File: src/hw/rtl/tsh_pkg.sv
// Shared types, codes and score-ordering functions for the top-k score heap.
`default_nettype none

package tsh_pkg;

    typedef enum logic [1:0] {
        KIND_OFFER = 2'd0,
        KIND_DRAIN = 2'd1,
        KIND_EMPTY = 2'd2
    } kind_t;

    localparam logic CMD_OFFER = 1'b0;
    localparam logic CMD_DRAIN = 1'b1;

    localparam logic [31:0] NEG_INF_BITS = 32'hFF80_0000;
    localparam logic [6:0]  KEEP_RESET   = 7'd10;

    typedef struct packed {
        logic [31:0] pos;
        logic [31:0] score;
    } entry_t;

    typedef struct packed {
        kind_t       kind;
        logic        accepted;
        logic [31:0] threshold_bits;
        logic [31:0] out_position;
        logic [31:0] out_score_bits;
        logic [6:0]  entry_count;
        logic        last;
    } result_t;

    // Monotone unsigned key of a float bit pattern; -0 folds onto +0.
    function automatic logic [31:0] score_key(input logic [31:0] bits);
        logic [31:0] b;
        begin
            b = (bits == 32'h8000_0000) ? 32'h0 : bits;
            score_key = b[31] ? ~b : (b | 32'h8000_0000);
        end
    endfunction

    // True when a ranks below b: lower score, or equal score and higher position.
    function automatic logic is_worse(input entry_t a, input entry_t b);
        logic [31:0] ka;
        logic [31:0] kb;
        begin
            ka = score_key(a.score);
            kb = score_key(b.score);
            is_worse = (ka < kb) || ((ka == kb) && (a.pos > b.pos));
        end
    endfunction

endpackage

`default_nettype wire

File: src/hw/rtl/tsh_heap_mem.sv
// Heap entry memory: one write port and one read port with registered read data.
`default_nettype none

module tsh_heap_mem
    import tsh_pkg::*;
#(
    parameter int DEPTH = 64,
    parameter int AW    = 6
) (
    input  wire logic          aclk,
    input  wire logic          rd_en,
    input  wire logic [AW-1:0] rd_addr,
    output entry_t             rd_data,
    input  wire logic          wr_en,
    input  wire logic [AW-1:0] wr_addr,
    input  wire entry_t        wr_data
);

    entry_t mem [DEPTH];
    entry_t rd_data_reg;

    always_ff @(posedge aclk) begin
        if (wr_en) begin
            mem[wr_addr] <= wr_data;
        end
    end

    // A read of the entry being written returns the new value.
    always_ff @(posedge aclk) begin
        if (rd_en) begin
            if (wr_en && (wr_addr == rd_addr)) begin
                rd_data_reg <= wr_data;
            end else begin
                rd_data_reg <= mem[rd_addr];
            end
        end
    end

    assign rd_data = rd_data_reg;

endmodule

`default_nettype wire

File: src/hw/rtl/tsh_ctrl.sv
// Heap sequencer: offer insertion, root replacement, in-place heapsort and drain.
`default_nettype none

module tsh_ctrl
    import tsh_pkg::*;
#(
    parameter int MAX_KEEP = 64,
    parameter int AW       = 6,
    parameter int CW       = 7
) (
    input  wire logic          aclk,
    input  wire logic          aresetn,
    input  wire logic          cfg_we,
    input  wire logic [6:0]    cfg_wdata,
    input  wire logic          in_valid,
    output logic               in_ready,
    input  wire logic          in_cmd,
    input  wire entry_t        in_entry,
    output logic               out_valid,
    input  wire logic          out_ready,
    output result_t            out_result,
    output logic               rd_en,
    output logic [AW-1:0]      rd_addr,
    input  wire entry_t        rd_data,
    output logic               wr_en,
    output logic [AW-1:0]      wr_addr,
    output entry_t             wr_data
);

    localparam int LW = AW + 2;

    typedef enum logic [3:0] {
        S_IDLE, S_UP, S_UP_CMP, S_OFF_ROOT, S_DN, S_DN_L, S_DN_R,
        S_HS_RD, S_HS_A, S_HS_B, S_FIN, S_FIN_RD, S_RESP, S_DR_RD, S_DR_EMIT
    } state_t;

    state_t        state_reg, state_next;
    logic [6:0]    keep_reg, keep_next;
    logic [CW-1:0] held_reg, held_next;
    logic [CW-1:0] lim_reg, lim_next;
    logic [CW-1:0] n_reg, n_next;
    logic [AW-1:0] i_reg, i_next;
    logic [AW-1:0] s_reg, s_next;
    logic [AW-1:0] oi_reg, oi_next;
    logic [LW-1:0] w_reg, w_next;
    entry_t        wv_reg, wv_next;
    entry_t        cur_reg, cur_next;
    logic          sorting_reg, sorting_next;
    logic          acc_reg, acc_next;
    logic [31:0]   thr_reg, thr_next;
    kind_t         kind_reg, kind_next;
    logic          out_valid_reg, out_valid_next;
    result_t       out_reg, out_next;

    logic [CW-1:0] k_eff;
    logic          out_free;
    logic [LW-1:0] l_idx, r_idx, lim_ext, i_ext;
    logic [AW-1:0] p_idx;

    always_comb begin
        if (keep_reg == 7'd0) begin
            k_eff = CW'(1);
        end else if (32'(keep_reg) > 32'(MAX_KEEP)) begin
            k_eff = CW'(MAX_KEEP);
        end else begin
            k_eff = CW'(keep_reg);
        end
    end

    assign out_free = !out_valid_reg || out_ready;
    assign i_ext    = LW'(i_reg);
    assign l_idx    = {1'b0, i_reg, 1'b1};
    assign r_idx    = {1'b0, i_reg, 1'b0} + LW'(2);
    assign lim_ext  = LW'(lim_reg);
    assign p_idx    = AW'((i_reg - 1'b1) >> 1);

    always_comb begin
        logic          do_dec;
        logic          do_done;
        logic [LW-1:0] dec_w;
        entry_t        dec_v;
        logic          is_last;

        state_next     = state_reg;
        keep_next      = cfg_we ? cfg_wdata : keep_reg;
        held_next      = held_reg;
        lim_next       = lim_reg;
        n_next         = n_reg;
        i_next         = i_reg;
        s_next         = s_reg;
        oi_next        = oi_reg;
        w_next         = w_reg;
        wv_next        = wv_reg;
        cur_next       = cur_reg;
        sorting_next   = sorting_reg;
        acc_next       = acc_reg;
        thr_next       = thr_reg;
        kind_next      = kind_reg;
        out_valid_next = out_valid_reg && !out_ready;
        out_next       = out_reg;
        rd_en          = 1'b0;
        rd_addr        = '0;
        wr_en          = 1'b0;
        wr_addr        = '0;
        wr_data        = cur_reg;
        in_ready       = 1'b0;
        do_dec         = 1'b0;
        do_done        = 1'b0;
        dec_w          = w_reg;
        dec_v          = wv_reg;
        is_last        = ((CW'(oi_reg) + 1'b1) == n_reg);

        case (state_reg)
            S_IDLE: begin
                in_ready = 1'b1;
                if (in_valid) begin
                    cur_next = in_entry;
                    acc_next = 1'b0;
                    if (in_cmd == CMD_OFFER) begin
                        if (held_reg < k_eff) begin
                            acc_next   = 1'b1;
                            i_next     = AW'(held_reg);
                            held_next  = held_reg + 1'b1;
                            state_next = S_UP;
                        end else begin
                            rd_en      = 1'b1;
                            rd_addr    = '0;
                            state_next = S_OFF_ROOT;
                        end
                    end else if (held_reg == '0) begin
                        kind_next  = KIND_EMPTY;
                        thr_next   = NEG_INF_BITS;
                        state_next = S_RESP;
                    end else begin
                        n_next       = held_reg;
                        sorting_next = 1'b1;
                        s_next       = AW'(held_reg - 1'b1);
                        oi_next      = '0;
                        state_next   = (held_reg == CW'(1)) ? S_DR_RD : S_HS_RD;
                    end
                end
            end
            S_UP: begin
                if (i_reg == '0) begin
                    wr_en      = 1'b1;
                    wr_addr    = '0;
                    state_next = S_FIN;
                end else begin
                    rd_en      = 1'b1;
                    rd_addr    = p_idx;
                    state_next = S_UP_CMP;
                end
            end
            S_UP_CMP: begin
                wr_en   = 1'b1;
                wr_addr = i_reg;
                if (is_worse(cur_reg, rd_data)) begin
                    wr_data    = rd_data;
                    i_next     = p_idx;
                    state_next = S_UP;
                end else begin
                    state_next = S_FIN;
                end
            end
            S_OFF_ROOT: begin
                if (score_key(cur_reg.score) > score_key(rd_data.score)) begin
                    acc_next     = 1'b1;
                    i_next       = '0;
                    lim_next     = held_reg;
                    sorting_next = 1'b0;
                    state_next   = S_DN;
                end else begin
                    state_next = S_FIN;
                end
            end
            S_DN: begin
                if (l_idx >= lim_ext) begin
                    wr_en   = 1'b1;
                    wr_addr = i_reg;
                    do_done = 1'b1;
                end else begin
                    rd_en      = 1'b1;
                    rd_addr    = AW'(l_idx);
                    state_next = S_DN_L;
                end
            end
            S_DN_L: begin
                if (is_worse(rd_data, cur_reg)) begin
                    dec_w = l_idx;
                    dec_v = rd_data;
                end else begin
                    dec_w = i_ext;
                    dec_v = cur_reg;
                end
                w_next  = dec_w;
                wv_next = dec_v;
                if (r_idx < lim_ext) begin
                    rd_en      = 1'b1;
                    rd_addr    = AW'(r_idx);
                    state_next = S_DN_R;
                end else begin
                    do_dec = 1'b1;
                end
            end
            S_DN_R: begin
                if (is_worse(rd_data, wv_reg)) begin
                    dec_w = r_idx;
                    dec_v = rd_data;
                end
                do_dec = 1'b1;
            end
            S_HS_RD: begin
                rd_en      = 1'b1;
                rd_addr    = s_reg;
                state_next = S_HS_A;
            end
            S_HS_A: begin
                cur_next   = rd_data;
                rd_en      = 1'b1;
                rd_addr    = '0;
                state_next = S_HS_B;
            end
            S_HS_B: begin
                // The old root moves to the end of the shrinking heap.
                wr_en      = 1'b1;
                wr_addr    = s_reg;
                wr_data    = rd_data;
                i_next     = '0;
                lim_next   = CW'(s_reg);
                state_next = S_DN;
            end
            S_FIN: begin
                kind_next = KIND_OFFER;
                if (held_reg >= k_eff) begin
                    rd_en      = 1'b1;
                    rd_addr    = '0;
                    state_next = S_FIN_RD;
                end else begin
                    thr_next   = NEG_INF_BITS;
                    state_next = S_RESP;
                end
            end
            S_FIN_RD: begin
                thr_next   = rd_data.score;
                state_next = S_RESP;
            end
            S_RESP: begin
                if (out_free) begin
                    out_valid_next          = 1'b1;
                    out_next.kind           = kind_reg;
                    out_next.accepted       = (kind_reg == KIND_OFFER) && acc_reg;
                    out_next.threshold_bits = thr_reg;
                    out_next.out_position   = '0;
                    out_next.out_score_bits = '0;
                    out_next.entry_count    = (kind_reg == KIND_EMPTY) ? 7'd0 : 7'(held_reg);
                    out_next.last           = 1'b1;
                    state_next              = S_IDLE;
                end
            end
            S_DR_RD: begin
                rd_en      = 1'b1;
                rd_addr    = oi_reg;
                state_next = S_DR_EMIT;
            end
            S_DR_EMIT: begin
                if (out_free) begin
                    out_valid_next          = 1'b1;
                    out_next.kind           = KIND_DRAIN;
                    out_next.accepted       = 1'b0;
                    out_next.threshold_bits = NEG_INF_BITS;
                    out_next.out_position   = rd_data.pos;
                    out_next.out_score_bits = rd_data.score;
                    out_next.entry_count    = 7'(n_reg);
                    out_next.last           = is_last;
                    if (is_last) begin
                        held_next  = '0;
                        state_next = S_IDLE;
                    end else begin
                        oi_next    = oi_reg + 1'b1;
                        state_next = S_DR_RD;
                    end
                end
            end
            default: begin
                state_next = S_IDLE;
            end
        endcase

        // One level of sift-down resolved: settle the hole or descend.
        if (do_dec) begin
            wr_en   = 1'b1;
            wr_addr = i_reg;
            if (dec_w == i_ext) begin
                wr_data = cur_reg;
                do_done = 1'b1;
            end else begin
                wr_data    = dec_v;
                i_next     = AW'(dec_w);
                state_next = S_DN;
            end
        end

        if (do_done) begin
            if (!sorting_reg) begin
                state_next = S_FIN;
            end else if (s_reg == AW'(1)) begin
                oi_next    = '0;
                state_next = S_DR_RD;
            end else begin
                s_next     = s_reg - 1'b1;
                state_next = S_HS_RD;
            end
        end
    end

    always_ff @(posedge aclk) begin
        if (!aresetn) begin
            state_reg     <= S_IDLE;
            keep_reg      <= KEEP_RESET;
            held_reg      <= '0;
            out_valid_reg <= 1'b0;
            sorting_reg   <= 1'b0;
        end else begin
            state_reg     <= state_next;
            keep_reg      <= keep_next;
            held_reg      <= held_next;
            out_valid_reg <= out_valid_next;
            sorting_reg   <= sorting_next;
        end
        lim_reg  <= lim_next;
        n_reg    <= n_next;
        i_reg    <= i_next;
        s_reg    <= s_next;
        oi_reg   <= oi_next;
        w_reg    <= w_next;
        wv_reg   <= wv_next;
        cur_reg  <= cur_next;
        acc_reg  <= acc_next;
        thr_reg  <= thr_next;
        kind_reg <= kind_next;
        out_reg  <= out_next;
    end

    assign out_valid  = out_valid_reg;
    assign out_result = out_reg;

endmodule

`default_nettype wire

File: src/hw/rtl/topk_score_heap.sv
// Top-k score heap: keeps the best k (position, score) pairs and drains them sorted.
// Offer: each sift-down level reads both children through the single read port. Drain
// of n entries: an in-place heapsort, then one drained beat per entry. One item is in
// work at a time.
// Reset clears the held count and control state and sets k to 10; the entry memory
// is not cleared, since only written entries are ever read.
`default_nettype none

module topk_score_heap
    import tsh_pkg::*;
#(
    parameter int MAX_KEEP = 64
) (
    input  wire logic         aclk,
    input  wire logic         aresetn,
    input  wire logic         cfg_we,
    input  wire logic [6:0]   cfg_wdata,
    input  wire logic         s_tvalid,
    output logic              s_tready,
    input  wire logic [63:0]  s_tdata,   // position, score_bits
    input  wire logic         s_tuser,   // cmd
    output logic              m_tvalid,
    input  wire logic         m_tready,
    output logic [103:0]      m_tdata,   // accepted, threshold_bits, out_position,
                                         // out_score_bits, entry_count
    output logic [1:0]        m_tuser,   // kind
    output logic              m_tlast
);

    localparam int AW = (MAX_KEEP > 1) ? $clog2(MAX_KEEP) : 1;
    localparam int CW = $clog2(MAX_KEEP + 1);

    entry_t        in_entry;
    result_t       res;
    logic          rd_en, wr_en;
    logic [AW-1:0] rd_addr, wr_addr;
    entry_t        rd_data, wr_data;

    assign in_entry.pos   = s_tdata[31:0];
    assign in_entry.score = s_tdata[63:32];

    tsh_ctrl #(
        .MAX_KEEP (MAX_KEEP),
        .AW       (AW),
        .CW       (CW)
    ) u_ctrl (
        .aclk       (aclk),
        .aresetn    (aresetn),
        .cfg_we     (cfg_we),
        .cfg_wdata  (cfg_wdata),
        .in_valid   (s_tvalid),
        .in_ready   (s_tready),
        .in_cmd     (s_tuser),
        .in_entry   (in_entry),
        .out_valid  (m_tvalid),
        .out_ready  (m_tready),
        .out_result (res),
        .rd_en      (rd_en),
        .rd_addr    (rd_addr),
        .rd_data    (rd_data),
        .wr_en      (wr_en),
        .wr_addr    (wr_addr),
        .wr_data    (wr_data)
    );

    tsh_heap_mem #(
        .DEPTH (MAX_KEEP),
        .AW    (AW)
    ) u_mem (
        .aclk    (aclk),
        .rd_en   (rd_en),
        .rd_addr (rd_addr),
        .rd_data (rd_data),
        .wr_en   (wr_en),
        .wr_addr (wr_addr),
        .wr_data (wr_data)
    );

    assign m_tdata = {res.entry_count, res.out_score_bits, res.out_position,
                      res.threshold_bits, res.accepted};
    assign m_tuser = res.kind;
    assign m_tlast = res.last;

    // The sequencer never takes a second beat right behind the first.
    a_busy_after_accept: assert property (@(posedge aclk) disable iff (!aresetn)
        s_tvalid && s_tready |=> !s_tready)
        else $error("input taken while previous item still in work");

    a_offer_single: assert property (@(posedge aclk) disable iff (!aresetn)
        m_tvalid && (m_tuser == KIND_OFFER || m_tuser == KIND_EMPTY) |-> m_tlast)
        else $error("offer or empty-drain result without last");

    a_drain_no_accept: assert property (@(posedge aclk) disable iff (!aresetn)
        m_tvalid && m_tuser != KIND_OFFER |-> !m_tdata[0])
        else $error("drain result marked accepted");

    a_drain_count: assert property (@(posedge aclk) disable iff (!aresetn)
        m_tvalid && m_tuser == KIND_DRAIN |-> m_tdata[103:97] != 7'd0)
        else $error("drained entry with zero count");

endmodule

`default_nettype wire

File: config.mk
export PLATFORM = sky130hd
export DESIGN_NAME = topk_score_heap
export DESIGN_NICKNAME = d
export VERILOG_FILES = /design/src/hw/rtl/tsh_pkg.sv /design/src/hw/rtl/tsh_heap_mem.sv /design/src/hw/rtl/tsh_ctrl.sv /design/src/hw/rtl/topk_score_heap.sv
export SDC_FILE = /design/constraint.sdc
export NUM_CORES = 2
export LEC_CHECK = 0
export BUFFER_PORTS_ARGS = -buffer_cell sky130_fd_sc_hd__buf_2
export CAP_MARGIN = 20
export CELL_PAD_IN_SITES_DETAIL_PLACEMENT = 0
export CELL_PAD_IN_SITES_GLOBAL_PLACEMENT = 2
export CORE_MARGIN = 2
export CORE_UTILIZATION = 33
export DETAILED_ROUTE_END_ITERATION = 16
export GPL_TIMING_DRIVEN = 1
export PLACE_DENSITY = 0.56
export SYNTH_ARGS = -nofsm -noshare
export SYNTH_HDL_FRONTEND = slang
export SYNTH_HIERARCHICAL = 1
export SYNTH_SLANG_ARGS = --single-unit
File: constraint.sdc
create_clock -name aclk -period 9.5 [get_ports aclk]
set_input_delay 0.95 -clock aclk [delete_from_list [all_inputs] [get_ports aclk]]
set_output_delay 0.95 -clock aclk [all_outputs]
set_load 0.01 [all_outputs]
* Yosys cells after proc, flatten, opt, wreduce, memory -nomap -nowiden
Memory sizes are Yosys's and may differ from the RTL's. A register that Yosys moved wholly into a read port is not among the register bits.
Index checks and enable logic that the tools add are counted.
Widths: inputs -> output; s select.
** Operators by class
- Bitwise operators :: 4
- Reduce and logical (&&, ||, !) cells :: 35
- Equality and inequality tests :: 36
- Mux-type cells :: 124
- Add/subtract/negate cells :: 7
- $lt $le $gt $ge :: 12
** Operator list (count)
- $mux 64 :: 6
- $pmux 64 s2 :: 3
- $mux 32 :: 10
- $mux 107 :: 2
- $pmux 107 s2 :: 1
- $mux 6 :: 26
- $gt 32x32->1 :: 4
- $eq 32x32->1 :: 3
- $eq 32x32->1 const B :: 3
- $lt 32x32->1 :: 3
- $not 32->32 :: 3
- $pmux 32 s3 :: 1
- $mux 7 :: 10
- $mux 4 :: 17
- $pmux 4 s15 :: 1
- $pmux 6 s5 :: 1
- $eq 4x4->1 const B :: 7
- $pmux 7 s2 :: 2
- $mux 1 :: 27
- $pmux 6 s4 :: 1
- $pmux 6 s3 :: 1
- $sub 6x1->6 const B :: 3
- $eq 4x3->1 const B :: 4
- $pmux 8 s2 :: 1
- other kinds (43) :: 78
** Storage, ports and cells
- Bits in writable memories :: 4096
- Memories kept :: 1
- Register bits :: 330
** Memory list
- u_mem.mem :: words 64, bits a word 64, rd ports 1, clocked after Yosys merged registers in 1, write ports 1, RTL line tsh_heap_mem.sv:19 : entry_t mem [DEPTH];

* Logic depth before layout (Yosys ltp)
- Depth after elaboration :: 13
- Mapped depth :: 24

* By module
The synthesis kept the hierarchy.
** Modules (own cells, without submodules)
- tsh_heap_mem :: area each 158560.8 um^2, instances 1, cells an instance 7066
- tsh_ctrl :: area each 21760.9 um^2, instances 1, cells an instance 2183

* Least setup slack after synthesis
Ideal clock, no wire load.
- Kind :: input-to-reg
- Start point :: input m_tready
- End point :: register u_ctrl.out_reg, in the netlist u_ctrl/out_result[0], enable pin
- Arrival time :: 8.260 ns
- Stages :: 2
- Slack :: 0.537 ns
- Setup time :: 0.704 ns
- Buffers on the path :: 0
- Data required time :: 8.796 ns
- Cell sequence :: nor2b_1 nor3_1
** On the way
- Longest elaborated chain between the ends :: 3
- Elaborated cells on any way between the ends :: 4
- Classes of those cells :: eq/ne: 2; reduce/logical: 2
** Ends and longest elaborated chain
- start: declaration :: RTL line topk_score_heap.sv:23 : input wire logic m_tready,
- $logic_or 1x1->1 * :: RTL line tsh_ctrl.sv:70 : assign out_free = !out_valid_reg || out_ready;
- $ne 2x1->1 (no source line)
- $reduce_and 3->1 (no source line) *
- end signal: assignment :: RTL line tsh_ctrl.sv:341 : out_reg <= out_next;
- end: declaration :: RTL line tsh_ctrl.sv:53 : result_t out_reg, out_next;
Every way passes the cells marked *; elsewhere a longest branch is shown, timed or not.
A chain may end at the register's enable or synchronous reset.

==> impl_results.md <==
* Max Cap Viol at 0
* Area grow syn2layout at 15.8%
* RSZ-0062 raised after global routing: no
* Reg2reg start: u_mem/rd_data[16]
* Ys async rst share at 0%
* Crit path depth at 19
* Synth Net Count at 9479
* Final setup violating endpoints at 0
* Peak Freq at approximately 120 MHz
* Post-DP HPWL at between 300000 and 400000 µm
* Slew @ Worst Pin at 1.23 ns
* Critical-path top delay cell: a221o_2
* Yosys top cell area share at 74.1%
* Sink Count at between 4000 and 5000
* Crit-path max cell delay at a little over 0.7 ns
* Static leakage at between 60 and 70 nW
* I/O Pins at approximately 190
* Top reg by flops: u_mem/mem
* GRT Overall Usage at 24.2%
* Clock share of power at a little over a quarter
* Cell Area, Synth at between 150000 and 200000 µm²
* Inserted Clock Buffers at between 400 and 500
* Reg-to-Reg End: u_mem/rd_data[47]
* Hold-fix buffers, CTS at 0
* Top delay family on crit path: compound AO/OA/AOI/OAI gates
* Required time worst endpoint at about 10 ns
* FILL cells at between 40000 and 50000
* Tot Pwr at 68.1 mW
* Worst vdd ir at roughly 0.00033 V
* DR vias at around 100k
* Status: finished clean
* Ranking of synthesized cells by area: edfxtp_1 74%, mux4_2 9.6%, mux2i_1 3.6%
* Synth Warn # at 6
* Final-report hold violation count at 0
* Switching Fraction at about a third
* R2r setup slk at around 1.4 ns
* DRT iter0 DRCs at about 15000
* Post-synth EDFFs at 4450
* Clock Tree Buf Depth at 4
* Drt pass-1 iters at 9
* Sequential power share at between 40% and 50%
* Switching power at between 20 and 25 mW
* Worst Hold Launch: cfg_wdata[3]
* Max_slew headroom at 18.3%
* Initial antenna violation count at 77
* Setup tns final at 0 ns
* Pins Over Slew Limit at 0
* Cell variety after synth at between 80 and 90
* Hold Crit Depth at 3
* Clock skew at between 0.09 and 0.1 ns
* CP Cell Sequence: nor4_1 -> nand4_1 -> nor2_2 -> buf_4 -> nor2_1 -> ha_1 -> a21o_1 -> a221o_1 -> a221o_1 -> a211o_1 -> o21a_1 -> o311a_1 -> a2111o_1 -> a2111o_1 -> o31ai_4 -> buf_12 -> a21oi_1 -> a221o_2 -> a211o_1
* Post-DRT Antenna Nets at 0
* Synth Flop Type: edfxtp_1
* FF+latch count, synth at 4488
* Routability cong. at 0.878
* Final Cycle Share at 85.7%
* Worst Path Arrival at about 8.9 ns
* Max reg flops at roughly 4000
* Largest net degree at the start of global routing at about 100
* CP Buf/Inv Count at 2
* Clk Latency, worst-skew pair at 1.09 ns
* Root Buffer: clkbuf_16
* First-pass GRT wire length at 903000 µm
* Total Routed Length at around 680000 µm
* Seq/Total Area, Yosys at 74.5%
* Crit Path Class: register to register
* Top-count cell post-synth: edfxtp_1
* Drc violations at 0
* Gr ovfl total at 0
* Tmin final at ~8 ns
* Share of layout cells above drive strength 1 at between 20 and 25%
* Min-Delay Endpoint: u_ctrl/keep_reg[3]
* Final #Nets at ~10000
* Drt wl/cell at between 30 and 40 µm
* CP Max Fanout at 65
* CTS tree: done
* Port bufs at 185
* Initial Util at 33.1%
* Number of global-route vias before repair at about 100000
* Synth top cells by count: 4450 x edfxtp_1, 772 x mux4_2, 652 x mux2i_1
* Die Height at around 740 µm
* Int Pwr at about 45 mW
* Startpoint types: register
* Power Density at about 330 nW/µm²
* Worst reg-to-reg path cell count at 19
* Area leader, netlist: edfxtp_1
* H-tree depth at 5
* Via density per instance at ~5.8
* Worst Hold Class: input pin to register
* Core Rows at 271
* Core ar. at about 540000 µm²
* Post-synthesis cell count at ~9200
* CTS resizes at 0
* Mean post-synth cell area at roughly 19 µm²
* Worst-path clk slew at roughly 0.060 ns
* Die X-Extent at 743 µm
* Comb power frac at between 30 and 40%
* Die area at between 500000 and 600000 µm²
* Post-CTS Setup Inserts at 0
* Crit end category: register
==> how the worst max path moves through the flow <==
| stage | start | endpoint | slack (ns) |
|---|---|---|---|
| CTS | u_mem/rd_data[16] | u_mem/rd_data[46] | 1.37 |
| global route | u_mem/rd_data[16] | u_mem/rd_data[39] | 1.0 |
| floorplan | m_tready | u_ctrl/out_result[0] | 0.54 |
| finish | u_mem/rd_data[16] | u_mem/rd_data[47] | 1.36 |
| global placement | u_mem/rd_data[16] | u_mem/rd_data[46] | 1.38 |
| detailed placement | u_mem/rd_data[16] | u_mem/rd_data[46] | 1.43 |
==> power by group through the flow <==
stage / registers, mW / clock network, mW / logic (mW)
finish: 27.9 / 18.5 / 21.8
global placement: 28.2 / 0 / 21.2
detailed placement: 28.3 / 0 / 21.5
CTS: 27.9 / 18.8 / 21.5
global route: 27.9 / 19.5 / 23.1
floorplan: 27.7 / 0 / 13.7
==> cells by family (layout without fill, tap and decap cells) <==
group,after synthesis,after routing,synth area share (%)
buf+inv,672,1559,1.65
flops,4488,4488,74.5
other cells,0,14,0
simple gates,1019,1019,2.76
mux,1647,1647,14.7
fa+ha+maj,155,155,1.07
xor+xnor,128,128,0.626
compound gates,1140,1140,4.71
==> tightest hold or removal path, stage by stage <==
cell,delay (ns)
buf_2,0.08
mux2i_1,0.05
nand2_1,0.06
==> final cells by class <==
type                    count  area (µm²)  area share, %
repair buffers            590        5860           2.81
inverters                  98         374          0.179
diodes                     14        35.0         0.0168
flip-flops and latches   4488      134000           64.4
clock buffers             566       12400           5.92
well taps                7234        9050           4.34
multi-input cells        4089       43800           21.0
clock inverters           305        2930           1.40
==> per-stage QoR <==
| stage | worst slack (ns) | instance area, µm² | hold WS [ns] | instances | util, % |
|---|---|---|---|---|---|
| 2_1_floorplan | 0.537 | 180000 | 0.435 | 9249 | - |
| 3_3_place_gp | 1.38 | 193000 | 0.497 | 16500 | 35.5 |
| 3_5_place_dp | 1.43 | 193000 | 0.502 | 16500 | 35.5 |
| 4_1_cts | 1.37 | 209000 | 0.0600 | 17400 | 38.3 |
| 5_1_grt | 0.999 | 209000 | 0.133 | 17400 | 38.3 |
| 6_report | 1.36 | 209000 | 0.148 | 17400 | 38.3 |
==> metal layers <==
metal | part of all wire (%) | vias up | global-route usage [%]
met3 | 7.6 | 906 | 3.69
met4 | 3.2 | 8 | 6.90
li1 | - | 39300 | -
met5 | 0.0083 | - | 0
met2 | 47 | 4739 | 38.7
met1 | 43 | 55200 | 34.2
==> cell usage in the layout (no fill, tap or decap), drive strengths merged, types with 133 or more instances in the layout <==
master	synthesis	final
edfxtp	4450	4450
mux2i	652	652
buf	283	590
mux4	772	772
clkbuf	291	566
nand3	172	172
a21oi	133	133
mux2	223	223
a22o	134	134
nand2	292	292
a22oi	322	322
clkinv	2	233
ha	153	153
nor2	155	155
(Power assumes the default switching activity.)
